[config.mk]
export PLATFORM = sky130hd
export DESIGN_NAME = tcti_queue
export DESIGN_NICKNAME = d
export VERILOG_FILES = /design/src/hw/rtl/tcti_pkg.sv /design/src/hw/rtl/tcti_queue.sv
export SDC_FILE = /design/constraint.sdc
export NUM_CORES = 1
export LEC_CHECK = 0
export BUFFER_PORTS_ARGS = -buffer_cell sky130_fd_sc_hd__buf_2
export CAP_MARGIN = 25
export CORE_AREA = 2 2 40 49
export CTS_BUF_LIST = sky130_fd_sc_hd__clkbuf_8
export DETAILED_ROUTE_END_ITERATION = 12
export DIE_AREA = 0 0 42 51
export HOLD_SLACK_MARGIN = 0.02
export PLACE_DENSITY_LB_ADDON = 0.05
export SYNTH_ARGS = -nofsm -noshare
export SYNTH_HDL_FRONTEND = slang
export SYNTH_SLANG_ARGS = --single-unit
[constraint.sdc]
create_clock -name clk -period 2.1 [get_ports clk]
set_input_delay 0.315 -clock clk [delete_from_list [all_inputs] [get_ports clk]]
set_output_delay 0.315 -clock clk [all_outputs]
set_load 0.03 [all_outputs]
[src/hw/rtl/tcti_pkg.sv]
package tcti_pkg;

  localparam int COV_WIDTH_DEF = 64;
  localparam int Z_WIDTH_DEF   = 32;
  localparam int NELEM         = 15;
  localparam int ELEM_W        = 4;
  localparam int FRAC_W        = 32;
  localparam int CFG_IDX_W     = 1;
  localparam int QUEUE_DEPTH   = 2;
  localparam int Z_END_RESET   = 65536;

  localparam logic [1:0] MODE_LOAD_BEGIN = 2'd0;
  localparam logic [1:0] MODE_LOAD_END   = 2'd1;
  localparam logic [1:0] MODE_QUERY      = 2'd2;
  localparam logic [1:0] MODE_RESERVED   = 2'd3;

  localparam logic [CFG_IDX_W-1:0] CFG_Z_BEGIN = 1'b0;
  localparam logic [CFG_IDX_W-1:0] CFG_Z_END   = 1'b1;

  typedef enum logic [1:0] {
    CMD_LOAD_BEGIN,
    CMD_LOAD_END,
    CMD_QUERY
  } cmd_kind_t;

  typedef enum logic [1:0] {
    REGION_BEGIN,
    REGION_END,
    REGION_BLEND
  } region_t;

  typedef struct packed {
    cmd_kind_t         kind;
    region_t           region;
    logic [ELEM_W-1:0] sel;
  } cmd_ctl_t;

  // Operands of one transported element: C' = C + dz*(dz*Cx + (Cya + Cyb)).
  typedef struct packed {
    logic              has_x;
    logic [ELEM_W-1:0] x_idx;
    logic              has_ya;
    logic [ELEM_W-1:0] ya_idx;
    logic              has_yb;
    logic [ELEM_W-1:0] yb_idx;
  } elem_taps_t;

  function automatic elem_taps_t elem_taps(input logic [ELEM_W-1:0] e);
    elem_taps_t t;
    t = '0;
    case (e)
      4'd0: begin
        t.has_x = 1'b1; t.x_idx = 4'd5;
        t.has_ya = 1'b1; t.ya_idx = 4'd3; t.has_yb = 1'b1; t.yb_idx = 4'd3;
      end
      4'd1: begin
        t.has_x = 1'b1; t.x_idx = 4'd8;
        t.has_ya = 1'b1; t.ya_idx = 4'd6; t.has_yb = 1'b1; t.yb_idx = 4'd4;
      end
      4'd2: begin
        t.has_x = 1'b1; t.x_idx = 4'd9;
        t.has_ya = 1'b1; t.ya_idx = 4'd7; t.has_yb = 1'b1; t.yb_idx = 4'd7;
      end
      4'd3: begin
        t.has_ya = 1'b1; t.ya_idx = 4'd5;
      end
      4'd4: begin
        t.has_ya = 1'b1; t.ya_idx = 4'd8;
      end
      4'd6: begin
        t.has_ya = 1'b1; t.ya_idx = 4'd8;
      end
      4'd7: begin
        t.has_ya = 1'b1; t.ya_idx = 4'd9;
      end
      4'd10: begin
        t.has_ya = 1'b1; t.ya_idx = 4'd12;
      end
      4'd11: begin
        t.has_ya = 1'b1; t.ya_idx = 4'd13;
      end
      default: t = '0;
    endcase
    return t;
  endfunction

endpackage

[src/hw/rtl/tcti_queue.sv]
module tcti_queue #(
  parameter int WIDTH = 8
) (
  input  logic             clk,
  input  logic             rst,
  input  logic             push,
  input  logic [WIDTH-1:0] wdata,
  output logic             full,
  input  logic             pop,
  output logic             valid,
  output logic [WIDTH-1:0] rdata
);
  import tcti_pkg::*;

  localparam int PW = $clog2(QUEUE_DEPTH);
  localparam int CW = $clog2(QUEUE_DEPTH + 1);

  logic [WIDTH-1:0] slot [QUEUE_DEPTH];
  logic [PW-1:0]    wr_ptr;
  logic [PW-1:0]    rd_ptr;
  logic [CW-1:0]    count;
  logic             do_push;
  logic             do_pop;

  assign full    = (count == CW'(QUEUE_DEPTH));
  assign valid   = (count != '0);
  assign rdata   = slot[rd_ptr];
  assign do_push = push && !full;
  assign do_pop  = pop && valid;

  always_ff @(posedge clk) begin
    if (do_push) begin
      slot[wr_ptr] <= wdata;
    end
  end

  always_ff @(posedge clk) begin
    if (rst) begin
      wr_ptr <= '0;
      rd_ptr <= '0;
      count  <= '0;
    end else begin
      if (do_push) begin
        wr_ptr <= (wr_ptr == PW'(QUEUE_DEPTH - 1)) ? '0 : wr_ptr + 1'b1;
      end
      if (do_pop) begin
        rd_ptr <= (rd_ptr == PW'(QUEUE_DEPTH - 1)) ? '0 : rd_ptr + 1'b1;
      end
      if (do_push && !do_pop) begin
        count <= count + 1'b1;
      end else if (do_pop && !do_push) begin
        count <= count - 1'b1;
      end
    end
  end

endmodule

## After elaboration in Yosys (flattened, before gate mapping)

Memory sizes are Yosys's and may differ from the RTL's. A register that Yosys moved wholly into a read port is not among the register bits.
Cells that the tools add are included.

| cells by class | value |
|---|---|
| add/subtract/negate cells | 4 |
| multipliers | 0 |
| div/mod/pow operators | 0 |
| order comparisons | 0 |
| equality and inequality tests | 1 |
| shift-type cells | 0 |
| mux-type cells | 8 |
| bitwise operators | 0 |
| reduce and logical (&&, ||, !) cells | 9 |

Operators by type and width:

| cell | count |
|---|---|
| $mux 1 | 6 |
| $logic_and 1x1->1 | 4 |
| $mux 2 | 2 |
| $reduce_bool 2->1 | 2 |
| $logic_not 1->1 | 3 |
| $add 1x1->1 const B | 2 |
| $add 2x1->2 const B | 1 |
| $eq 2x2->1 const B | 1 |
| $sub 2x1->2 const B | 1 |

| storage, ports and cells | value |
|---|---|
| register bits | 4 |
| bits in latches | 0 |
| RAM bits | 16 |
| ROM bits | 0 |
| bits of input ports | 12 |
| output and inout port bits | 10 |
| logic and storage cells | 26 |
| memories kept | 1 |

Memory list:

| name | words | width | rd ports | clocked after memory_dff | write ports | line | source |
|---|---|---|---|---|---|---|---|
| slot | 2 | 8 | 1 | 1 | 1 | tcti_queue.sv:18 | `logic [WIDTH-1:0] slot [QUEUE_DEPTH];` |

## Longest topological paths before layout

| logic depth | value |
|---|---|
| depth in word-level cells | 7 |
| depth in mapped cells | 6 |
| gate-level depth less buffers | 6 |

## Worst setup path before layout

OpenSTA, ideal clock, no wires.

| timing path | value |
|---|---|
| kind | register to register |
| start | register count[1] |
| end | register count[1] |
| setup time | 0.070 ns |
| arrival time | 1.592 ns |
| data required time | 2.030 ns |
| slack | 0.438 ns |
| cell stages (with the launch flop) | 6 |
| path buffers | 0 |
| clock period less this slack | 1.662 ns |
| cells stage by stage | dfxtp_1 -> nor2b_2 -> nor2_1 -> ha_1 -> or3_1 -> a21oi_1 |

| on the way | value |
|---|---|
| longest elaborated chain between the ends | 6 |
| elaborated cells between the ends (all ways) | 14 |
| classes of those cells | add/sub (2); eq/ne (1); mux (2); reduce/logical (9) |

RTL lines:

| item | line | source |
|---|---|---|
| start, declared | tcti_queue.sv:21 | `logic [CW-1:0] count;` |
| start signal, assigned | tcti_queue.sv:50 | `count <= count + 1'b1;` |
| start signal, assigned | tcti_queue.sv:52 | `count <= count - 1'b1;` |
| $eq 2x2->1 (*) | tcti_queue.sv:25 | `assign full = (count == CW'(QUEUE_DEPTH));` |
| named net full | tcti_queue.sv:8 | `output logic full,` |
| $logic_not 1->1 (*) | tcti_queue.sv:28 | `assign do_push = push && !full;` |
| $logic_and 1x1->1 (*) | tcti_queue.sv:28 |  |
| $logic_not 1->1 | tcti_queue.sv:51 | `end else if (do_pop && !do_push) begin` |
| $logic_and 1x1->1 | tcti_queue.sv:51 |  |
| $reduce_bool 2->1 (no source line) | - |  |

Mark *: on every way through the listed nets, which the timed path passes. The rest lies on a longest branch. The select of a mux whose other input is x is not followed.
A chain may end at the register's enable or synchronous reset.

==> impl_metrics.yaml <==
route:
  wl_um: 1110
  drt_iter0_drc: 3
  ant_nets: 0
  drc_errors: 0
  vias: 450
  dr.pass1.iters: 3
  wl_per_cell_um: 11.9
  via_per_inst: 4.84
critical_path:
  rrSetupSlack_ps: 560
  timing.rr.start: "count[0]$_SDFFE_PP0P_"
  arrival_ps: 1360
  cp-start-kind: "flip-flop"
  critPathMaxFanout: 8
  path_class: "reg2out"
  worst_r2r_path_depth: 4
  worstReg2RegEnd: "count[1]$_SDFFE_PP0P_"
  crit_path_end: "rdata[3]"
  endpoint_kind: "output pin"
  crit_required_ps: 1780
clock_tree:
  worstSkewPairLatency_ps: 260
  cts_num_sinks: 21
  post_cts_buffers: 0
  cts_resized: 0
  cts.path.max_buffers: 2
  cts_made_buffers: 3
  htree_levels: 1
  root_buffer: "clkbuf_8"
  cts_tree: "done"
  hold_buffers: 0
  path_clk_slew_ps: 80
job:
  drv_cap: 0
global_route:
  grt_pass1_wl_um: 1930
  grt_pass1_vias: 460
  gr-usage-all-layers_pct: 12.3
  grt_max_degree: 14
  grt-ovfl-total: 0
  grt_antenna_before_repair: 0
timing:
  period_needed_ps: 1680
  finalSetupTns_ps: 0
  worst_pin_slew_ps: 373
  final-setup-viol-count: 0
  fin_crit_sh_pct: 79.9
  rsz0062_at_grt: "false"
  slew_headroom_pct: 75.1
  timing.fmax_ghz: 0.596
  finClkSkew_ps: 6.74
  hold_ws_ps: 241
  hold_viol: 0
  report.final.slew_viol_count: 0
  layout_setup_ws_ps: 423
cells_and_area:
  area_growth_pct: 21.7
  drive_above_1_share_pct: 47.3
  num_antenna_cells: 0
  fin_nets: 88
  utilization_pct: 56.2
floorplan:
  num_io_pins: 22
  die_area_um2: 2140
  core_area_um2: 1720
  num_rows: 17
  die_h_um: 51
  start_util_pct: 46.2
  die_x_um: 42
synth:
  synth.distinct_cells: 14
  synth-seq-cells: 21
  synth_cells: 50
  synth_nets: 63
  ys.warnings.count: 0
  syn_area_per_cell_um2: 15.9
  synth_area_um2: 796
  yosysSeqAreaShare_pct: 73.0
pwr:
  total_power_w: 0.00128
  leakage_nw: 0.389
  powerDensity_nw_per_um2: 1320
  vdd_drop_max_mv: 0.682
place:
  dpl.hpwl_um: 830
  io_buffers: 21
  gp_congestion: 0.654
  post-place-ws_ps: 556
worst_hold_path:
  hp-class: "in2reg"
status:
  outcome: "finished, final reports clean"
-- stage by stage --
step / cell area, um2 / cells
3_3_place_gp: 920 / 89
6_report: 968 / 93
3_5_place_dp: 920 / 89
5_1_grt: 968 / 93
4_1_cts: 968 / 93
2_1_floorplan: 796 / 50
-- layout by cell type (no fill, tap or decap) --
master and instances:
a21oi_1 2, xor2_1 3, nor2_1 4, nor2b_2 1, or2_2 1, o21ai_0 3
ha_1 1, and2_1 1, inv_1 2, buf_2 21, or3_1 2, dfxtp_1 5
edfxtp_1 16, clkbuf_8 3, clkinvlp_4 1, mux2_2 8
-- sequential cells by signal, indices dropped and copies added, names as in the netlist, named ones only --
signal / cells
wr_ptr: 1
rd_ptr: 1
count: 2
slot: 16
-- worst min-delay path by stage --
stage / to / slack (ps) / cells after the start / from
2_1_floorplan: count[1]$_SDFFE_PP0P_ / 380 / 1 / rst
3_3_place_gp: wr_ptr$_SDFFE_PP0N_ / 480 / 2 / wr_ptr$_SDFFE_PP0N_
3_5_place_dp: wr_ptr$_SDFFE_PP0N_ / 490 / 2 / wr_ptr$_SDFFE_PP0N_
4_1_cts: slot[0][4]$_DFFE_PP_ / 230 / 1 / wdata[4]
5_1_grt: slot[0][4]$_DFFE_PP_ / 230 / 1 / wdata[4]
6_report: slot[1][0]$_DFFE_PP_ / 240 / 1 / wdata[0]
-- report_power, final --
group	switching (W)	internal (W)
clock	0.000123	0.000134
combinational	0.000267	0.000169
sequential	0.0000541	0.000531
-- layer usage --
| metal | global-route usage, % | up-vias | routed length (um) |
|---|---|---|---|
| met2 | 21.1 | 16 | 572 |
| met4 | 8.06 | 0 | 21 |
| met3 | 2.12 | 4 | 66 |
| met5 | 0 | - | 0 |
| met1 | 14.1 | 202 | 450 |
| li1 | - | 228 | - |
-- critical path, cell delays in order (launching register included) --
cell	delay, ps
dfxtp_1	550
mux2_2	380
buf_2	180
-- area by class of cell --
class                   instances  area, um2
well taps                      19       23.8
fillers                       148        754
clock inverters                 1       7.51
repair buffers                 21        105
clock buffers                   3       41.3
flip-flops and latches         21        581
inverters                       2       7.51
multi-input cells              26        203
-- synthesized netlist by cell type --
cell | n | area, um2
a21oi_1 | 2 | 10.0
inv_1 | 2 | 7.51
nor2_1 | 4 | 15.0
or2_2 | 1 | 6.26
xor2_1 | 3 | 26.3
dfxtp_1 | 5 | 100
edfxtp_1 | 16 | 480
and2_1 | 1 | 6.26
buf_2 | 1 | 5.00
o21ai_0 | 3 | 15.0
mux2_2 | 8 | 90.1
or3_1 | 2 | 12.5
ha_1 | 1 | 12.5
nor2b_2 | 1 | 8.76
-- logic make-up after synthesis --
logic type	share of synthesized area, %
flip-flops	73.0
buffers and inverters	1.57
multiplexers	11.3
XOR/XNOR	3.30
AND/OR/NAND/NOR	6.13
AO/OA/AOI/OAI	3.14
adder cells (fa/ha/maj)	1.57
Power figures use the tool's default switching activity.
