<file path="src/hw/rtl/tcti_pkg.sv">
package tcti_pkg;

  localparam int COV_WIDTH_DEF = 64;
  localparam int Z_WIDTH_DEF   = 32;
  localparam int NELEM         = 15;
  localparam int ELEM_W        = 4;
  localparam int FRAC_W        = 32;
  localparam int CFG_IDX_W     = 1;
  localparam int QUEUE_DEPTH   = 2;
  localparam int Z_END_RESET   = 65536;

  localparam logic [1:0] MODE_LOAD_BEGIN = 2'd0;
  localparam logic [1:0] MODE_LOAD_END   = 2'd1;
  localparam logic [1:0] MODE_QUERY      = 2'd2;
  localparam logic [1:0] MODE_RESERVED   = 2'd3;

  localparam logic [CFG_IDX_W-1:0] CFG_Z_BEGIN = 1'b0;
  localparam logic [CFG_IDX_W-1:0] CFG_Z_END   = 1'b1;

  typedef enum logic [1:0] {
    CMD_LOAD_BEGIN,
    CMD_LOAD_END,
    CMD_QUERY
  } cmd_kind_t;

  typedef enum logic [1:0] {
    REGION_BEGIN,
    REGION_END,
    REGION_BLEND
  } region_t;

  typedef struct packed {
    cmd_kind_t         kind;
    region_t           region;
    logic [ELEM_W-1:0] sel;
  } cmd_ctl_t;

  // Operands of one transported element: C' = C + dz*(dz*Cx + (Cya + Cyb)).
  typedef struct packed {
    logic              has_x;
    logic [ELEM_W-1:0] x_idx;
    logic              has_ya;
    logic [ELEM_W-1:0] ya_idx;
    logic              has_yb;
    logic [ELEM_W-1:0] yb_idx;
  } elem_taps_t;

  function automatic elem_taps_t elem_taps(input logic [ELEM_W-1:0] e);
    elem_taps_t t;
    t = '0;
    case (e)
      4'd0: begin
        t.has_x = 1'b1; t.x_idx = 4'd5;
        t.has_ya = 1'b1; t.ya_idx = 4'd3; t.has_yb = 1'b1; t.yb_idx = 4'd3;
      end
      4'd1: begin
        t.has_x = 1'b1; t.x_idx = 4'd8;
        t.has_ya = 1'b1; t.ya_idx = 4'd6; t.has_yb = 1'b1; t.yb_idx = 4'd4;
      end
      4'd2: begin
        t.has_x = 1'b1; t.x_idx = 4'd9;
        t.has_ya = 1'b1; t.ya_idx = 4'd7; t.has_yb = 1'b1; t.yb_idx = 4'd7;
      end
      4'd3: begin
        t.has_ya = 1'b1; t.ya_idx = 4'd5;
      end
      4'd4: begin
        t.has_ya = 1'b1; t.ya_idx = 4'd8;
      end
      4'd6: begin
        t.has_ya = 1'b1; t.ya_idx = 4'd8;
      end
      4'd7: begin
        t.has_ya = 1'b1; t.ya_idx = 4'd9;
      end
      4'd10: begin
        t.has_ya = 1'b1; t.ya_idx = 4'd12;
      end
      4'd11: begin
        t.has_ya = 1'b1; t.ya_idx = 4'd13;
      end
      default: t = '0;
    endcase
    return t;
  endfunction

endpackage

</file>
<file path="src/hw/rtl/tcti_front.sv">
module tcti_front #(
  parameter int COV_WIDTH = tcti_pkg::COV_WIDTH_DEF,
  parameter int Z_WIDTH   = tcti_pkg::Z_WIDTH_DEF
) (
  input  logic                            clk,
  input  logic                            rst,
  input  logic                            item_valid,
  output logic                            item_stall,
  input  logic [1:0]                      mode,
  input  logic [tcti_pkg::ELEM_W-1:0]     elem_select,
  input  logic signed [COV_WIDTH-1:0]     load_value,
  input  logic signed [Z_WIDTH-1:0]       query_z,
  input  logic                            cfg_valid,
  output logic                            cfg_ready,
  input  logic [tcti_pkg::CFG_IDX_W-1:0]  cfg_index,
  input  logic signed [Z_WIDTH-1:0]       cfg_data,
  input  logic                            q_full,
  output logic                            q_push,
  output tcti_pkg::cmd_ctl_t              q_ctl,
  output logic [COV_WIDTH-1:0]            q_value,
  output logic signed [Z_WIDTH:0]         q_dz_begin,
  output logic signed [Z_WIDTH:0]         q_dz_end,
  output logic [tcti_pkg::FRAC_W-1:0]     q_frac
);
  import tcti_pkg::*;

  localparam int DZ_W  = Z_WIDTH + 1;
  localparam int CNT_W = $clog2(FRAC_W);

  typedef enum logic [1:0] {
    F_IDLE,
    F_DIV,
    F_PUSH
  } fstate_t;

  fstate_t                  state;
  logic signed [Z_WIDTH-1:0] z_begin;
  logic signed [Z_WIDTH-1:0] z_end;
  logic signed [DZ_W-1:0]   zq;
  logic signed [DZ_W-1:0]   zb;
  logic signed [DZ_W-1:0]   ze;
  logic signed [DZ_W-1:0]   dz_b_now;
  logic signed [DZ_W-1:0]   dz_e_now;
  logic signed [DZ_W-1:0]   den_now;
  logic signed [DZ_W-1:0]   dz_b_hold;
  logic signed [DZ_W-1:0]   dz_e_hold;
  region_t                  region_now;
  cmd_ctl_t                 ctl_now;
  logic                     accept;
  logic                     direct;
  logic                     start_div;
  logic [DZ_W-1:0]          rem;
  logic [DZ_W-1:0]          den;
  logic [DZ_W:0]            rem2;
  logic [FRAC_W-1:0]        frac;
  logic [CNT_W-1:0]         cnt;

  assign cfg_ready = 1'b1;

  assign zq       = DZ_W'(query_z);
  assign zb       = DZ_W'(z_begin);
  assign ze       = DZ_W'(z_end);
  assign dz_b_now = zq - zb;
  assign dz_e_now = zq - ze;
  assign den_now  = ze - zb;

  // The test against z_begin wins when the interval is empty or reversed.
  always_comb begin
    if (!(zb < zq)) begin
      region_now = REGION_BEGIN;
    end else if (!(zq < ze)) begin
      region_now = REGION_END;
    end else begin
      region_now = REGION_BLEND;
    end
  end

  always_comb begin
    ctl_now.sel    = elem_select;
    ctl_now.region = region_now;
    ctl_now.kind   = CMD_QUERY;
    direct         = 1'b0;
    case (mode)
      MODE_LOAD_BEGIN: begin
        ctl_now.kind = CMD_LOAD_BEGIN;
        direct       = (elem_select < ELEM_W'(NELEM));
      end
      MODE_LOAD_END: begin
        ctl_now.kind = CMD_LOAD_END;
        direct       = (elem_select < ELEM_W'(NELEM));
      end
      MODE_QUERY: begin
        ctl_now.kind = CMD_QUERY;
        direct       = (region_now != REGION_BLEND);
      end
      default: direct = 1'b0;
    endcase
  end

  assign item_stall = (state != F_IDLE) || q_full;
  assign accept     = item_valid && !item_stall;
  assign start_div  = accept && (mode == MODE_QUERY) && (region_now == REGION_BLEND);

  assign q_push     = (state == F_IDLE && accept && direct) || (state == F_PUSH && !q_full);
  assign q_ctl      = (state == F_PUSH) ?
                      cmd_ctl_t'{kind: CMD_QUERY, region: REGION_BLEND, sel: '0} : ctl_now;
  assign q_value    = load_value;
  assign q_dz_begin = (state == F_PUSH) ? dz_b_hold : dz_b_now;
  assign q_dz_end   = (state == F_PUSH) ? dz_e_hold : dz_e_now;
  assign q_frac     = frac;

  assign rem2 = {rem, 1'b0};

  always_ff @(posedge clk) begin
    if (rst) begin
      state   <= F_IDLE;
      z_begin <= '0;
      z_end   <= Z_WIDTH'(Z_END_RESET);
      cnt     <= '0;
    end else begin
      if (cfg_valid && cfg_ready) begin
        case (cfg_index)
          CFG_Z_BEGIN: z_begin <= cfg_data;
          CFG_Z_END:   z_end   <= cfg_data;
          default:     z_begin <= z_begin;
        endcase
      end
      case (state)
        F_IDLE: begin
          if (start_div) begin
            rem       <= dz_b_now;
            den       <= den_now;
            dz_b_hold <= dz_b_now;
            dz_e_hold <= dz_e_now;
            frac      <= '0;
            cnt       <= '0;
            state     <= F_DIV;
          end
        end
        F_DIV: begin
          // Restoring division, one quotient bit per cycle.
          if (rem2 >= {1'b0, den}) begin
            rem  <= DZ_W'(rem2 - {1'b0, den});
            frac <= {frac[FRAC_W-2:0], 1'b1};
          end else begin
            rem  <= rem2[DZ_W-1:0];
            frac <= {frac[FRAC_W-2:0], 1'b0};
          end
          cnt <= cnt + 1'b1;
          if (cnt == CNT_W'(FRAC_W - 1)) begin
            state <= F_PUSH;
          end
        end
        F_PUSH: begin
          if (!q_full) begin
            state <= F_IDLE;
          end
        end
        default: state <= F_IDLE;
      endcase
    end
  end

endmodule

</file>
<file path="config.mk">
export PLATFORM = sky130hd
export DESIGN_NAME = tcti_front
export DESIGN_NICKNAME = d
export VERILOG_FILES = /design/src/hw/rtl/tcti_pkg.sv /design/src/hw/rtl/tcti_front.sv
export SDC_FILE = /design/constraint.sdc
export NUM_CORES = 1
export LEC_CHECK = 0
export ABC_AREA = 1
export BUFFER_PORTS_ARGS = -buffer_cell sky130_fd_sc_hd__buf_2
export CAP_MARGIN = 20
export CORE_MARGIN = 2
export CORE_UTILIZATION = 63
export CTS_BUF_LIST = sky130_fd_sc_hd__clkbuf_8
export CTS_CLUSTER_SIZE = 16
export DETAILED_ROUTE_END_ITERATION = 10
export HOLD_SLACK_MARGIN = 0.15
export PLACE_DENSITY = 0.94
export SKIP_LAST_GASP = 1
export SYNTH_ARGS = -nofsm -noshare
export SYNTH_HDL_FRONTEND = slang
export SYNTH_SLANG_ARGS = --single-unit
</file>
<file path="constraint.sdc">
create_clock -name clk -period 11.35 [get_ports clk]
set_input_delay 1.135 -clock clk [delete_from_list [all_inputs] [get_ports clk]]
set_output_delay 1.135 -clock clk [all_outputs]
set_load 0.01 [all_outputs]
</file>
### After elaboration in Yosys (flattened, before gate mapping)

Cells that the tools add are included.

| word-level totals | value |
|---|---|
| input bits | 140 |
| register bits after elaboration | 235 |
| output and inout bits | 173 |
| logic and storage cells | 70 |

| cells by class | value |
|---|---|
| reductions and logical operators | 21 |
| muxes and demuxes | 19 |
| bitwise gates (word level) | 2 |
| order comparisons | 4 |
| add/subtract/negate cells | 5 |
| equality and inequality tests | 10 |

Operator list:

| kind | number |
|---|---|
| 33-bit two-way mux | 4 |
| 32-bit by 32-bit subtractor with 33-bit output | 3 |
| 33-bit one-hot mux with 2 select lines | 1 |
| 32-bit less-than comparator | 2 |
| 32-bit one-hot mux with 2 select lines | 1 |
| 34-bit by 33-bit greater-or-equal comparator with 1-bit output | 1 |
| 33-bit subtractor | 1 |
| 32-bit two-way mux | 1 |
| 2-bit two-way mux | 5 |
| 5-bit one-hot mux with 2 select lines | 1 |
| 3-bit AND reduction | 3 |
| 8-bit two-way mux | 1 |
| 2-bit != test, second input constant | 4 |
| 2-bit equality test, second input constant | 3 |
| 1-bit logical AND | 6 |
| 2-bit one-hot mux with 3 select lines | 1 |
| 2-bit AND reduction | 3 |
| 5-bit by 1-bit adder with 5-bit output, second input constant | 1 |
| 5-bit equality test, second input constant | 1 |
| 5-bit two-way mux | 1 |
| 2-bit by 1-bit equality test with 1-bit output, second input constant | 2 |
| 2-bit logical NOT | 2 |
| 4-bit less-than comparator, second input constant | 1 |
| 2-bit one-hot mux with 2 select lines | 1 |
| 7 further kinds | 11 |

### Longest topological paths before layout

| logic depth | value |
|---|---|
| depth in word-level cells | 8 |
| mapped depth | 18 |
| mapped depth without buffers | 18 |

### Worst setup path before layout

No wires, ideal clock.

| path | value |
|---|---|
| path kind | input -> register |
| start point | input query_z[7] |
| end point | register den[0], enable pin |
| arrival | 6601 ps |
| stages | 14 |
| path buffers | 0 |
| path slack | 4191 ps |
| setup time | 558 ps |
| data required time | 10792 ps |
| path through | ha_1 > nand2_2 > inv_1 > a21oi_1 > nand3_2 > nand2_1 > nand2_2 > nand2_1 > nand2_1 > nand2_1 > nand2_1 > inv_1 > nand3_2 > nor2_1 |

| on the way | value |
|---|---|
| word-level cells in the longest chain between the ends | 6 |

Ends and longest elaborated chain:

| item | line | text |
|---|---|---|
| from (decl) | tcti_front.sv:12 | `input logic signed [Z_WIDTH-1:0] query_z,` |
| 32-bit less-than comparator | tcti_front.sv:71 | `end else if (!(zq < ze)) begin` |
| 2-bit two-way mux | tcti_front.sv:71 |  |
| 2-bit two-way mux (*) | tcti_front.sv:69 | `if (!(zb < zq)) begin` |
| 2-bit equality test (*) | tcti_front.sv:102 | `assign start_div = accept && (mode == MODE_QUERY) && (region_now == REGION_BLEND);` |
| 1-bit logical AND (*) | tcti_front.sv:102 |  |
| 3-bit AND reduction (no line) (*) | - |  |
| to (signal assigned) | tcti_front.sv:132 | `den <= den_now;` |
| to (decl) | tcti_front.sv:53 | `logic [DZ_W-1:0] den;` |

Mark *: on every way between the ends. The rest lies on a longest branch, timed or not.
A chain may end at the register's enable or synchronous reset.

### Worst setup path in the final report

| path | value |
|---|---|
| start point | input query_z[0] |
| end point | output q_dz_end[30] |

| on the way | value |
|---|---|
| word-level cells in the longest chain between the ends | 2 |

Ends and longest elaborated chain:

| item | line | text |
|---|---|---|
| 32-bit by 32-bit subtractor with 33-bit output | tcti_front.sv:64 | `assign dz_e_now = zq - ze;` |
| net dz_e_now[30] | tcti_front.sv:43 | `logic signed [DZ_W-1:0] dz_e_now;` |
| 33-bit two-way mux | tcti_front.sv:109 | `assign q_dz_end = (state == F_PUSH) ? dz_e_hold : dz_e_now;` |
| to (decl) | tcti_front.sv:22 | `output logic signed [Z_WIDTH:0] q_dz_end,` |

The timed path passes the listed nets, and every way through them passes these cells.

==> out/qor.csv <==
metric,value,unit
crit_type,input port to primary output,
clk_latency,570,ps
grt_pass1_vias,15800,
rsz0062_at_grt,no,
post_cts.repair.setup_buffers,0,
fin_worst_skew,31.3,ps
tns,0,ps
place_hpwl,38900,um
slew_headroom,30.0,%
wl,50600,um
cts_hold_buf,0,
antenna_found_initial,0,
numCtsBuffers,41,
report.final.hold_viol_count,0,
area_growth,8.53,%
cp_cell_sequence,buf_2 -> inv_1 -> ha_1 -> fa_1 -> nand3b_1 -> nand2_1 -> nand2_1 -> nand2_1 -> nand2_1 -> nand3_1 -> nand2_1 -> nand2_1 -> nand3_1 -> nand2_1 -> xor2_1 -> nand2_1 -> nand2_1 -> buf_2,
synth_area_leaders,"edfxtp_1 (28%), nand2_1 (14%), ha_1 (9.4%), dfxtp_1 (8.1%), inv_1 (6.3%)",
die_area,29300,um^2
fillCellCount,2295,
cp_slowest_cell,fa_1,
rows,61,
worst_path_largest_cell_delay,430,ps
synth_area_per_cell,7.47,um^2
finalPower,2520,uW
cp_num_buf_inv,3,
track_usage,34.3,%
min_path_type,flop to flop,
post_drt_wl_per_cell,17.6,um
worstMarginPinSlew,1050,ps
crit_path_frequent_cell,nand2_1,
h-tree-depth,2,
ctsLongestPathBuffers,3,
syn_inst,2358,
ys_seq_elements,235,
cts_tree,done,
grt_pass1_wl,79100,um
cts_sinks,235,
n_antenna_cell,0,
drive_gt1_share,11.2,%
port_buffers,183,
power_leakage,0.00904,uW
worstPathArrival,3740,ps
vias,16500,
whs,489,ps
crit_fanout,4,
dp.cells,2806,
io_pins,313,
synthArstFlopShare,0,%
grt_max_degree,79,
setup_viol,0,
clk_pin_slew,50,ps
nets,2748,
synth_common_cells,"nand2_1 (641), inv_1 (297), a21oi_1 (194)",
syn-cell-area,17600,um^2
status,"complete, no violations",
gr-total-overflow,0,
die_y,171,um
place.gp.congestion,0.990,
synth_top_area_share,28.0,%
worst_setup_path_end_kind,primary output,
vias_per_cell,5.73,
slew_violations,0,
synth_flop_cell,edfxtp_1,
cts-root-buf,clkbuf_8,
drtPass1Iterations,7,
initial_utilization,63.8,%
period_share,43.0,%
die_w,171,um
crit_cells,18,
seq_area_frac_synth,36.0,%
rr_worst_depth,14,
hold_path_depth,2,
postCtsResizedCells,0,
worstPathRequired,10220,ps
core,27600,um^2
yosysMostFrequentCell,nand2_1,
vdd_ir_drop_max,0.103,mV
start_kind,input port,
ant_nets,0,
power.density,132,nW/um^2
synth_edf_count,164,
final_cells,2878,
drc,0,
crit_family,simple AND/OR/NAND/NOR gates,
final_core_util,69.2,%
max_cap_viol_count,0,
fmax,0.205,GHz
first_iter_violations,1686,
synth_cell_type_count,51,
synth_fp_nets,2635,
yosysWarnings,0,
period_needed,4880,ps
yosysTopAreaCell,edfxtp_1,
[per-layer routing]
layer / part of all wire [%] / vias to the layer above / wire length, um / GRT usage (%)
li1: - / 7922 / - / -
met1: 41 / 7593 / 21000 / 44.8
met2: 47 / 821 / 23700 / 57.9
met3: 7.7 / 148 / 3890 / 4.05
met4: 4.1 / 0 / 2080 / 14.3
met5: 0 / - / 0 / 0
[through the flow]
| step | worst slack (ps) | cell area, um^2 |
|---|---|---|
| 6_report | 6470 | 19100 |
| 2_1_floorplan | 4190 | 17600 |
| 3_3_place_gp | 6310 | 18400 |
| 4_1_cts | 6570 | 19100 |
| 3_5_place_dp | 6130 | 18400 |
| 5_1_grt | 6330 | 19100 |
[state kept, by name, summed over array words and instances (netlist names)]
register,count
dz_b_hold,33
z_end,32
z_begin,32
state,2
dz_e_hold,33
den,33
rem,33
cnt,5
q_frac,32
[cell families (layout without fill, tap and decap cells)]
group / Yosys count / after routing / share of synthesized area, %
simple gates: 1040 / 1040 / 24.9
buf+inv: 424 / 566 / 10.6
compound gates: 416 / 416 / 13.3
flops: 235 / 235 / 36.0
fa+ha+maj: 137 / 137 / 9.90
xor+xnor: 105 / 105 / 5.22
other cells: 1 / 1 / 0.0213
[layout by cell type (no fill, tap or decap), types with 7 or more instances in the layout]
cell	synthesis	layout
buf_2	8	183
a21boi_0	9	9
a31oi_1	14	14
nand3b_1	39	39
o21ai_0	118	118
xnor2_1	41	41
edfxtp_1	164	164
clkbuf_8	0	44
and2_1	7	7
nand4_1	10	10
a21oi_1	194	193
nor3_1	27	27
xor2_1	64	64
dfxtp_1	71	71
a21o_1	21	21
o21bai_1	14	14
nand2_4	7	7
nor2_1	188	185
ha_1	133	133
nand3_1	102	102
o21a_1	10	10
inv_1	297	311
clkinv_1	3	8
buf_4	66	8
nand2_1	641	640
[final cells by class]
cell class                 instances  area (um^2)  area share [%]
clock buffer                      44          606            3.17
tap                              378          473            2.47
clock inverter                    28          151           0.792
sequential                       235         6350            33.2
multi-input combinational       1699         9430            49.3
timing repair buffer             191          976            5.10
inverter                         303         1140            5.95
[tightest hold or removal path, cell delays in order (launching register included)]
cell	delay (ps)
dfxtp_1	310
inv_1	70
a21oi_1	60
[worst paths after layout]
kind	slack (ps)	to	from
setup / recovery	6470	q_dz_end[30]	query_z[0]
hold / removal	490	z_end[24]	z_end[24]
setup reg to reg	6870	dz_e_hold[26]	z_end[7]
hold reg to reg	490	z_end[24]	z_end[24]
[report_power, final]
| part | switching, uW | internal [uW] | leakage [uW] |
|---|---|---|---|
| sequential | 10.0 | 973 | 0.00207 |
| clock | 359 | 382 | 0.000445 |
| combinational | 529 | 267 | 0.00652 |
| total | 898 | 1620 | 0.00904 |
No activity file was read; power rests on OpenSTA's default activity.
