**src/hw/rtl/tcti_pkg.sv**
```systemverilog
package tcti_pkg;

  localparam int COV_WIDTH_DEF = 64;
  localparam int Z_WIDTH_DEF   = 32;
  localparam int NELEM         = 15;
  localparam int ELEM_W        = 4;
  localparam int FRAC_W        = 32;
  localparam int CFG_IDX_W     = 1;
  localparam int QUEUE_DEPTH   = 2;
  localparam int Z_END_RESET   = 65536;

  localparam logic [1:0] MODE_LOAD_BEGIN = 2'd0;
  localparam logic [1:0] MODE_LOAD_END   = 2'd1;
  localparam logic [1:0] MODE_QUERY      = 2'd2;
  localparam logic [1:0] MODE_RESERVED   = 2'd3;

  localparam logic [CFG_IDX_W-1:0] CFG_Z_BEGIN = 1'b0;
  localparam logic [CFG_IDX_W-1:0] CFG_Z_END   = 1'b1;

  typedef enum logic [1:0] {
    CMD_LOAD_BEGIN,
    CMD_LOAD_END,
    CMD_QUERY
  } cmd_kind_t;

  typedef enum logic [1:0] {
    REGION_BEGIN,
    REGION_END,
    REGION_BLEND
  } region_t;

  typedef struct packed {
    cmd_kind_t         kind;
    region_t           region;
    logic [ELEM_W-1:0] sel;
  } cmd_ctl_t;

  // Operands of one transported element: C' = C + dz*(dz*Cx + (Cya + Cyb)).
  typedef struct packed {
    logic              has_x;
    logic [ELEM_W-1:0] x_idx;
    logic              has_ya;
    logic [ELEM_W-1:0] ya_idx;
    logic              has_yb;
    logic [ELEM_W-1:0] yb_idx;
  } elem_taps_t;

  function automatic elem_taps_t elem_taps(input logic [ELEM_W-1:0] e);
    elem_taps_t t;
    t = '0;
    case (e)
      4'd0: begin
        t.has_x = 1'b1; t.x_idx = 4'd5;
        t.has_ya = 1'b1; t.ya_idx = 4'd3; t.has_yb = 1'b1; t.yb_idx = 4'd3;
      end
      4'd1: begin
        t.has_x = 1'b1; t.x_idx = 4'd8;
        t.has_ya = 1'b1; t.ya_idx = 4'd6; t.has_yb = 1'b1; t.yb_idx = 4'd4;
      end
      4'd2: begin
        t.has_x = 1'b1; t.x_idx = 4'd9;
        t.has_ya = 1'b1; t.ya_idx = 4'd7; t.has_yb = 1'b1; t.yb_idx = 4'd7;
      end
      4'd3: begin
        t.has_ya = 1'b1; t.ya_idx = 4'd5;
      end
      4'd4: begin
        t.has_ya = 1'b1; t.ya_idx = 4'd8;
      end
      4'd6: begin
        t.has_ya = 1'b1; t.ya_idx = 4'd8;
      end
      4'd7: begin
        t.has_ya = 1'b1; t.ya_idx = 4'd9;
      end
      4'd10: begin
        t.has_ya = 1'b1; t.ya_idx = 4'd12;
      end
      4'd11: begin
        t.has_ya = 1'b1; t.ya_idx = 4'd13;
      end
      default: t = '0;
    endcase
    return t;
  endfunction

endpackage

```
**src/hw/rtl/tcti_ram.sv**
```systemverilog
module tcti_ram #(
  parameter int WIDTH = 64,
  parameter int DEPTH = 15
) (
  input  logic                     clk,
  input  logic                     we,
  input  logic [$clog2(DEPTH)-1:0] waddr,
  input  logic [WIDTH-1:0]         wdata,
  input  logic [$clog2(DEPTH)-1:0] raddr,
  output logic [WIDTH-1:0]         rdata
);

  logic [WIDTH-1:0] mem [DEPTH];

  always_ff @(posedge clk) begin
    if (we) begin
      mem[waddr] <= wdata;
    end
    rdata <= mem[raddr];
  end

endmodule

```
**src/hw/rtl/tcti_back.sv**
```systemverilog
module tcti_back #(
  parameter int COV_WIDTH = tcti_pkg::COV_WIDTH_DEF,
  parameter int Z_WIDTH   = tcti_pkg::Z_WIDTH_DEF
) (
  input  logic                        clk,
  input  logic                        rst,
  input  logic                        q_valid,
  output logic                        q_pop,
  input  tcti_pkg::cmd_ctl_t          q_ctl,
  input  logic [COV_WIDTH-1:0]        q_value,
  input  logic signed [Z_WIDTH:0]     q_dz_begin,
  input  logic signed [Z_WIDTH:0]     q_dz_end,
  input  logic [tcti_pkg::FRAC_W-1:0] q_frac,
  output logic                        result_valid,
  input  logic                        result_stall,
  output logic [tcti_pkg::ELEM_W-1:0] elem_index,
  output logic signed [COV_WIDTH-1:0] cov_value,
  output logic                        last,
  output logic                        saturated
);
  import tcti_pkg::*;

  localparam int DZ_W = Z_WIDTH + 1;
  localparam int M_W  = (DZ_W > FRAC_W + 2) ? DZ_W : FRAC_W + 2;
  localparam int IN_W = COV_WIDTH + DZ_W + 1;
  localparam int T_W  = IN_W + DZ_W;
  localparam int BL_W = T_W + 35;
  localparam int R_W  = BL_W - 32;
  localparam int MC_W = $clog2(M_W);
  localparam logic [BL_W-1:0] HALF32 = BL_W'(1) << 31;
  localparam logic [BL_W-1:0] HALF64 = BL_W'(1) << 63;
  localparam logic [COV_WIDTH-1:0] COV_MAX = {1'b0, {(COV_WIDTH - 1){1'b1}}};
  localparam logic [COV_WIDTH-1:0] COV_MIN = {1'b1, {(COV_WIDTH - 1){1'b0}}};

  typedef enum logic [3:0] {
    B_IDLE,
    B_RX,
    B_RYA,
    B_RYB,
    B_RC,
    B_M1S,
    B_M1,
    B_M2S,
    B_M2,
    B_B1S,
    B_B1,
    B_B2S,
    B_B2,
    B_OUT
  } bstate_t;

  bstate_t                  state;
  region_t                  region;
  logic [ELEM_W-1:0]        elem;
  logic                     mat;
  logic signed [DZ_W-1:0]   dz_b;
  logic signed [DZ_W-1:0]   dz_e;
  logic signed [DZ_W-1:0]   dz_cur;
  logic [FRAC_W-1:0]        frac;
  logic [FRAC_W:0]          wa;
  logic signed [COV_WIDTH-1:0] cx;
  logic signed [COV_WIDTH-1:0] cya;
  logic signed [COV_WIDTH-1:0] cyb;
  logic signed [COV_WIDTH-1:0] cc;
  logic signed [COV_WIDTH:0]   cy_sum;
  logic signed [T_W-1:0]    ta;
  logic signed [T_W-1:0]    tb;
  logic signed [BL_W-1:0]   acc;
  logic signed [BL_W-1:0]   mx;
  logic signed [BL_W-1:0]   addend;
  logic signed [BL_W-1:0]   acc_mac;
  logic signed [M_W-1:0]    mm;
  logic [MC_W-1:0]          mcnt;
  logic                     mac_last;
  elem_taps_t               taps;
  logic [ELEM_W-1:0]        raddr;
  logic [COV_WIDTH-1:0]     bm_rdata;
  logic [COV_WIDTH-1:0]     em_rdata;
  logic [COV_WIDTH-1:0]     rdata_sel;
  logic                     bm_we;
  logic                     em_we;
  logic [BL_W-1:0]          sum32;
  logic [BL_W-1:0]          sum64;
  logic signed [BL_W-65:0]  q64;
  logic signed [R_W-1:0]    rr;
  logic [R_W-COV_WIDTH:0]   top_bits;
  logic                     ovf;
  logic                     out_free;

  assign q_pop = (state == B_IDLE) && q_valid;
  assign bm_we = q_pop && (q_ctl.kind == CMD_LOAD_BEGIN);
  assign em_we = q_pop && (q_ctl.kind == CMD_LOAD_END);

  tcti_ram #(.WIDTH(COV_WIDTH), .DEPTH(NELEM)) u_begin_ram (
    .clk   (clk),
    .we    (bm_we),
    .waddr (q_ctl.sel),
    .wdata (q_value),
    .raddr (raddr),
    .rdata (bm_rdata)
  );

  tcti_ram #(.WIDTH(COV_WIDTH), .DEPTH(NELEM)) u_end_ram (
    .clk   (clk),
    .we    (em_we),
    .waddr (q_ctl.sel),
    .wdata (q_value),
    .raddr (raddr),
    .rdata (em_rdata)
  );

  assign taps      = elem_taps(elem);
  assign rdata_sel = mat ? em_rdata : bm_rdata;
  assign dz_cur    = mat ? dz_e : dz_b;
  assign wa        = {1'b1, {FRAC_W{1'b0}}} - {1'b0, frac};
  assign cy_sum    = (COV_WIDTH + 1)'(cya) + (COV_WIDTH + 1)'(cyb);

  always_comb begin
    case (state)
      B_RX:    raddr = taps.x_idx;
      B_RYA:   raddr = taps.ya_idx;
      B_RYB:   raddr = taps.yb_idx;
      default: raddr = elem;
    endcase
  end

  // Shift-and-add multiplier, one multiplier bit per cycle; the top bit
  // carries negative weight.
  assign mac_last = (mcnt == MC_W'(M_W - 1));
  assign addend   = mm[0] ? mx : '0;
  assign acc_mac  = mac_last ? acc - addend : acc + addend;

  // Round to nearest from Q.32 (Q.64 when blending), then clip to the element width.
  assign sum32    = acc + HALF32;
  assign sum64    = acc + HALF64;
  assign q64      = sum64[BL_W-1:64];
  assign rr       = (region == REGION_BLEND) ? R_W'(q64) : sum32[BL_W-1:32];
  assign top_bits = rr[R_W-1:COV_WIDTH-1];
  assign ovf      = !(&top_bits) && (|top_bits);
  assign out_free = !result_valid || !result_stall;

  always_ff @(posedge clk) begin
    if (rst) begin
      state        <= B_IDLE;
      result_valid <= 1'b0;
      elem         <= '0;
      mat          <= 1'b0;
      mcnt         <= '0;
    end else begin
      if (result_valid && !result_stall && state != B_OUT) begin
        result_valid <= 1'b0;
      end
      case (state)
        B_IDLE: begin
          if (q_valid && q_ctl.kind == CMD_QUERY) begin
            region <= q_ctl.region;
            dz_b   <= q_dz_begin;
            dz_e   <= q_dz_end;
            frac   <= q_frac;
            elem   <= '0;
            mat    <= (q_ctl.region == REGION_END);
            state  <= B_RX;
          end
        end
        B_RX: state <= B_RYA;
        B_RYA: begin
          cx    <= taps.has_x ? rdata_sel : '0;
          state <= B_RYB;
        end
        B_RYB: begin
          cya   <= taps.has_ya ? rdata_sel : '0;
          state <= B_RC;
        end
        B_RC: begin
          cyb   <= taps.has_yb ? rdata_sel : '0;
          state <= B_M1S;
        end
        B_M1S: begin
          cc    <= rdata_sel;
          acc   <= BL_W'(cy_sum) <<< 16;
          mx    <= BL_W'(cx);
          mm    <= M_W'(dz_cur);
          mcnt  <= '0;
          state <= B_M1;
        end
        B_M1: begin
          acc  <= acc_mac;
          mx   <= mx <<< 1;
          mm   <= mm >>> 1;
          mcnt <= mcnt + 1'b1;
          if (mac_last) begin
            state <= B_M2S;
          end
        end
        B_M2S: begin
          mx    <= acc;
          acc   <= BL_W'(cc) <<< 32;
          mm    <= M_W'(dz_cur);
          mcnt  <= '0;
          state <= B_M2;
        end
        B_M2: begin
          acc  <= acc_mac;
          mx   <= mx <<< 1;
          mm   <= mm >>> 1;
          mcnt <= mcnt + 1'b1;
          if (mac_last) begin
            if (region != REGION_BLEND) begin
              state <= B_OUT;
            end else if (!mat) begin
              ta    <= acc_mac[T_W-1:0];
              mat   <= 1'b1;
              state <= B_RX;
            end else begin
              tb    <= acc_mac[T_W-1:0];
              state <= B_B1S;
            end
          end
        end
        B_B1S: begin
          mx    <= BL_W'(ta);
          acc   <= '0;
          mm    <= M_W'(wa);
          mcnt  <= '0;
          state <= B_B1;
        end
        B_B1: begin
          acc  <= acc_mac;
          mx   <= mx <<< 1;
          mm   <= mm >>> 1;
          mcnt <= mcnt + 1'b1;
          if (mac_last) begin
            state <= B_B2S;
          end
        end
        B_B2S: begin
          mx    <= BL_W'(tb);
          mm    <= M_W'(frac);
          mcnt  <= '0;
          state <= B_B2;
        end
        B_B2: begin
          acc  <= acc_mac;
          mx   <= mx <<< 1;
          mm   <= mm >>> 1;
          mcnt <= mcnt + 1'b1;
          if (mac_last) begin
            state <= B_OUT;
          end
        end
        B_OUT: begin
          if (out_free) begin
            result_valid <= 1'b1;
            elem_index   <= elem;
            cov_value    <= ovf ? (rr[R_W-1] ? COV_MIN : COV_MAX) : rr[COV_WIDTH-1:0];
            saturated    <= ovf;
            last         <= (elem == ELEM_W'(NELEM - 1));
            if (elem == ELEM_W'(NELEM - 1)) begin
              state <= B_IDLE;
            end else begin
              elem  <= elem + 1'b1;
              mat   <= (region == REGION_END);
              state <= B_RX;
            end
          end
        end
        default: state <= B_IDLE;
      endcase
    end
  end

endmodule

```
**config.mk**
```make
export PLATFORM = sky130hd
export DESIGN_NAME = tcti_back
export DESIGN_NICKNAME = d
export VERILOG_FILES = /design/src/hw/rtl/tcti_pkg.sv /design/src/hw/rtl/tcti_ram.sv /design/src/hw/rtl/tcti_back.sv
export SDC_FILE = /design/constraint.sdc
export NUM_CORES = 2
export LEC_CHECK = 0
export BUFFER_PORTS_ARGS = -buffer_cell sky130_fd_sc_hd__clkbuf_2
export CAP_MARGIN = 30
export CORE_UTILIZATION = 40
export CTS_BUF_LIST = sky130_fd_sc_hd__clkbuf_16
export DETAILED_ROUTE_END_ITERATION = 10
export GPL_TIMING_DRIVEN = 0
export SKIP_LAST_GASP = 1
export SLEW_MARGIN = 20
export SYNTH_ARGS = -nofsm -noshare
export SYNTH_HDL_FRONTEND = slang
export SYNTH_SLANG_ARGS = --single-unit
```
**constraint.sdc**
```tcl
create_clock -name clk -period 15.95 [get_ports clk]
set_input_delay 0.7975 -clock clk [delete_from_list [all_inputs] [get_ports clk]]
set_output_delay 0.7975 -clock clk [all_outputs]
set_load 0.03 [all_outputs]
```
=== Word level (Yosys, flattened, before mapping) ===
Memories as Yosys holds them, arrays and structs flattened. A register that Yosys moved wholly into a read port is not among the register bits.
Cells that the tools add are included.

* Logic and storage cells: 159
* Memories kept: 2
* Output and inout port bits: 72
* Bits of input ports: 174
* Register bits after elaboration: 1070
* RAM bits: 1920

* Multiplexer cells: 42
* Reductions and logical operators: 42
* Equal/unequal tests: 38
* Bitwise logic cells: 4
* Add/sub/neg operators: 8

{| class="wikitable"
|+ Memories
! name !! depth !! bits a word !! rd ports !! clocked after memory_dff !! write ports !! RTL line !! source
|-
| u_begin_ram.mem || 15 || 64 || 1 || 1 || 1 || tcti_ram.sv:13 || <nowiki>logic [WIDTH-1:0] mem [DEPTH];</nowiki>
|-
| u_end_ram.mem || 15 || 64 || 1 || 1 || 1 || tcti_ram.sv:13 ||
|}

{| class="wikitable"
|+ Operators with widths
! cell !! number
|-
| $pmux W166 S5 || 1
|-
| $pmux W166 S4 || 1
|-
| $mux W166 || 2
|-
| $mux W64 || 3
|-
| $add A166 B166 Y166 || 1
|-
| $add A166 B32 Y166 const B || 1
|-
| $add A166 B64 Y166 const B || 1
|-
| $sub A166 B166 Y166 || 1
|-
| $pmux W34 S4 || 1
|-
| $mux W134 || 1
|-
| $reduce_and A71 Y1 || 1
|-
| $reduce_or A71 Y1 || 1
|-
| $add A64 B64 Y65 || 1
|-
| $pmux W4 S14 || 1
|-
| $mux W4 || 11
|-
| $pmux W5 S8 || 1
|-
| $eq A4 B4 Y1 const B || 9
|-
| $mux W33 || 1
|-
| $sub A33 B32 Y33 const A || 1
|-
| $pmux W5 S3 || 2
|-
| $eq A4 B3 Y1 const B || 7
|-
| $eq A4 B2 Y1 const B || 4
|-
| $ne A2 B2 Y1 const B || 8
|-
| $reduce_and A2 Y1 || 7
|-
| other kinds (29) || 66
|}

=== Logic depth before layout (Yosys ltp) ===
* Depth in word-level cells: 6
* Gate-level depth with buffers: 37

=== Hierarchy ===
From an unflattened synthesis, not the netlist that was laid out.

* Cell total of the unflattened synthesis: 10421
* Area, all modules: 142566.7 um^2

{| class="wikitable"
|+ Modules (own cells, without submodules)
! module !! instances !! area an instance (um^2) !! cells each !! seq. area each (um^2)
|-
| tcti_ram || 2 || 37639.8 || 1756 || 30108.9
|-
| tcti_back || 1 || 67287.0 || 6909 || 31970.7
|}

=== Least setup slack after synthesis ===
OpenSTA, ideal clock, no wires.

* Path type: flip-flop to flip-flop
* From: register region[0]
* To: register tb[0] (enable)
* Setup slack: 3.413 ns
* Stages on the path, launching flop included: 9
* Arrival time: 11.727 ns
* Required time: 15.140 ns
* Cell sequence: edfxtp_1 > nor2b_1 > clkbuf_1 > clkbuf_1 > clkbuf_1 > clkbuf_1 > buf_1 > nand4_1 > nor3b_1

* Cells in the longest elaborated chain, start to end: 3

{| class="wikitable"
|+ RTL lines
! what !! RTL line !! source
|-
| start, declared || tcti_back.sv:53 || <nowiki>region_t region;</nowiki>
|-
| start signal, assigned || tcti_back.sv:156 || <nowiki>region <= q_ctl.region;</nowiki>
|-
| $ne A2 B2 Y1 || tcti_back.sv:208 || <nowiki>if (region != REGION_BLEND) begin</nowiki>
|-
| $not A1 Y1 (no line) || n/a ||
|-
| $reduce_and A5 Y1 (no line) || n/a ||
|-
| end signal, assigned || tcti_back.sv:215 || <nowiki>tb <= acc_mac[T_W-1:0];</nowiki>
|-
| end, declared || tcti_back.sv:67 || <nowiki>logic signed [T_W-1:0] tb;</nowiki>
|}

Every way passes these cells.
A chain may end at the register's enable or synchronous reset.

=== Worst setup path after layout ===
* From: register mm[0]
* To: register acc[130] (data pin)

* Cells in the longest elaborated chain, start to end: 4
* Elaborated cells between the ends (all ways): 5
* Those cells by class: 2 x add/sub; 3 x mux

{| class="wikitable"
|+ RTL lines
! what !! RTL line !! source
|-
| start, declared || tcti_back.sv:72 || <nowiki>logic signed [M_W-1:0] mm;</nowiki>
|-
| start signal, assigned || tcti_back.sv:182 || <nowiki>mm <= M_W'(dz_cur);</nowiki>
|-
| start signal, assigned || tcti_back.sv:189 || <nowiki>mm <= mm >>> 1;</nowiki>
|-
| start signal, assigned || tcti_back.sv:198 || <nowiki>mm <= M_W'(dz_cur);</nowiki>
|-
| $mux W166 * || tcti_back.sv:130 || <nowiki>assign addend = mm[0] ? mx : '0;</nowiki>
|-
| $add A166 B166 Y166 / $sub A166 B166 Y166 (equally long branches) || tcti_back.sv:131 || <nowiki>assign acc_mac = mac_last ? acc - addend : acc + addend;</nowiki>
|-
| $mux W166 * || tcti_back.sv:131 ||
|-
| net acc_mac[130] || tcti_back.sv:71 || <nowiki>logic signed [BL_W-1:0] acc_mac;</nowiki>
|-
| $pmux W166 S4 * || tcti_back.sv:153 || <nowiki>case (state)</nowiki>
|-
| end signal, assigned || tcti_back.sv:180 || <nowiki>acc <= BL_W'(cy_sum) <<< 16;</nowiki>
|-
| end signal, assigned || tcti_back.sv:187 || <nowiki>acc <= acc_mac;</nowiki>
|-
| end signal, assigned || tcti_back.sv:197 || <nowiki>acc <= BL_W'(cc) <<< 32;</nowiki>
|-
| end, declared || tcti_back.sv:68 || <nowiki>logic signed [BL_W-1:0] acc;</nowiki>
|}

The timed path passes the listed nets; every way through them passes the cells marked *.

==> results.md <==
* Number of enable flip-flop cells after synthesis at 2974
* Core footprint at 362000 µm²
* Logic pwr share at 12.5%
* Arrival @ worst endpoint at 15440 ps
* CP endpoint kind: flip-flop
* Util after Layout at 46.7%
* Quantity of I/O buffers inserted on ports at 244
* Largest net degree at the start of global routing at 31
* RSZ-0062 raised after global routing: no
* Hold Crit Depth at 1
* Placer Congestion at 0.994
* Mapped Cells at 12700
* Hold Vio Cnt, Final at 0
* Most used cell, CP: clkbuf_1
* Register bit total from synthesis at 3118
* Die width at 605 µm
* Synth Flop Type: edfxtp_1
* Placed Area at 158000 µm²
* Critical path class: reg2reg
* Nets at 14000
* Fmax at 67.5 MHz
* Final WL at 556 mm
* Hold path start: q_dz_end[5]
* Final setup margin at 1130 ps
* CP max-delay cell: edfxtp_1
* Initial DRC count at 14000
* Worst slew pin tran at 1160 ps
* Initial Utilization at 40.2%
* Fill cells at 33100
* DR WL met3 at 47.7 mm
* IR drop worst, VDD at 121 µV
* Final period util at 92.9%
* Final Critical Period at 14820 ps
* Total global-route track usage at 29.5%
* CTS tree: yes
* Worst hold path type: in2reg
* Finished Cell Area at 169000 µm²
* Cells on worst reg2reg path at 36
* Pwr dens at 115 nW/µm²
* Worst slack, placed at 1360 ps
* Fin Hold WS at 41.1 ps
* Sequential Power Share at 47.8%
* Final setup skew at 99.6 ps
* Worst setup SP type: flip-flop
* Number of global-route vias before repair at 106000
* Synth area leader: edfxtp_1
* Setup violators final at 0
* # IOs at 246
* Largest stage delay on the critical path at 880 ps
* Hold endpoint: dz_e[5]
* Status: complete, no violations
* # rows at 221
* Total nets after synthesis at 13100
* Largest cells by area after synthesis: edfxtp_1 (61%), nand2_1 (6.6%), nand3_1 (2.6%)
* RR Endpoint: acc[130]
* Clk pwr share at 39.8%
* Die area at 366000 µm²
* Layout cells sized above 1 at 9.38%
* Total grt overflow at 0
* Routed wl met2 at 259 mm
* Clock transition at path regs at 60 ps
* First-pass GRT wire length at 775 mm
* Detail Route Antenna Nets at 0
* Reg-to-reg startpoint: mm[0]
* Mapped cell area at 146000 µm²
* Power Total at 0.0194 W
* DR WL/cell at 29.7 µm
* Most frequent cells in the layout: edfxtp_1 (2974), nand2_1 (2577), nor2_1 (787)
* Register area share after synthesis at 63.4%
* R2r setup slk at 1130 ps
* Top cell type's share of synthesized area at 61.4%
* Setup bufs post-CTS at 0
* Pleak at 57.7 nW
* Most common cell after layout, fill and taps aside: edfxtp_1
* CP Data Required Time at 16570 ps
* Sw frac at 27.1%
* Synthesis Warnings at 0
* Psw at 0.00527 W
* HPWL after DPL at 426 mm
* Slew Limit Fails at 0
* Post-synth ARST share at 0%
* Vias/cell at 5.95
* Rel. slew slack at 22.3%
* Area added between synthesis and finish at 16.3%
* CTS root buf: clkbuf_16
* DR top layer: met5
* Initial antenna violation count at 45
* Int Power at 0.0141 W
* Clock Latency Late Sink at 970 ps
* Max-cap viol count at 0
* Critical Path Fanout Max at 10
* M1 wire length at 209 mm
* Clock sink count at 3118
* Die height at 605 µm
* Cell variety after synth at 98
* H-tree levels at 5
* Synth Area per Inst at 11.5 µm²
* Initial DRT Pass Iterations at 9
* CTS Buf Count at 327
* Bufs on Longest Clock Path at 4
* Routed via count at 111000
* DRC Markers at 0
## state kept, by name, indices dropped and copies added (netlist names), 64 cells and up
name,count
cx,64
mx,166
cyb,64
cya,64
cc,64
tb,131
ta,131
cov_value,64
u_begin_ram.mem,960
u_end_ram.mem,960
u_begin_ram.rdata,64
acc,166
u_end_ram.rdata,64
## critical path, delay by kind of cell (launching register included)
family	cells	cell delay [ps]
xor+xnor	1	350
fa+ha+maj	2	680
buf+inv	11	5930
compound gates	11	4110
flops	1	880
simple gates	11	2510
## synthesized netlist by cell type, types with 59 or more instances
master and count:
a21o_1 141, clkbuf_1 756, xor2_1 260, a221o_1 64, or3_1 62, a222oi_1 134
o21ai_2 59, o21bai_1 73, ha_1 239, nand3_1 762, dfxtp_1 144, buf_1 59
inv_1 178, nor2_1 823, xnor2_1 320, o21ai_0 363, nand2_1 2577, nand4_1 193
and3_1 185, edfxtp_1 2974, nor3_1 152, a21oi_1 623, a311oi_1 388, nor4_1 76
a31oi_1 239, mux2i_1 120
## area by class of cell
cell class	instances	area [µm²]	share of cell area, %
tap	4794	6000	3.54
timing repair buffer	571	6320	3.74
sequential	3118	92200	54.5
clock buffer	331	8280	4.89
antenna	25	62.6	0.0370
inverter	179	672	0.397
clock inverter	269	2500	1.48
buffer	861	3440	2.03
multi-input combinational	8537	49800	29.4
## worst max path at each step
stage                   start        to  slack, ps  cells past startpoint
detailed placement      mm[0]  acc[142]       1360                     36
floorplan           region[0]     tb[0]       3410                      8
finish                  mm[0]  acc[130]       1130                     36
global placement    region[0]    tb[13]      -6280                      8
global route            mm[0]  acc[142]       1190                     36
CTS                     mm[0]  acc[130]       1330                     36
## timing repair
action	in CTS	in global routing
hold endpoints to repair	66	0
setup endpoints to repair	0	0
resized for setup	0	0
hold buffers	66	0
## stage by stage
stage	setup TNS, ps	instances
finish	0	18700
global route	0	18700
CTS	0	18600
detailed placement	0	18000
global placement	-1496310	17700
floorplan	0	12700
## metal layers
layer / vias up / GRT usage [%]
met5: - / 0
li1: 49300 / -
met4: 18 / 17.8
met1: 54700 / 36.7
met3: 1380 / 4.97
met2: 5664 / 48.3
## cells by family (layout without fill, tap and decap cells)
logic type,Yosys count,count (layout),synth area share (%)
adder cells (fa/ha/maj),241,241,2.08
multiplexers,130,130,0.903
AO/OA/AOI/OAI,2466,2466,11.7
other,0,25,0
buffers and inverters,1040,2211,2.78
flip-flops,3118,3118,63.4
AND/OR/NAND/NOR,5120,5120,15.6
XOR/XNOR,580,580,3.49
## power groups by stage
| stage | combinational [W] | clock (W) | sequential (W) |
|---|---|---|---|
| global placement | 0.00224 | 0 | 0.00944 |
| global route | 0.00256 | 0.00807 | 0.00927 |
| floorplan | 0.00115 | 0 | 0.00939 |
| finish | 0.00242 | 0.00772 | 0.00927 |
| detailed placement | 0.00237 | 0 | 0.00944 |
| CTS | 0.00239 | 0.00777 | 0.00927 |
(Power assumes the default switching activity.)
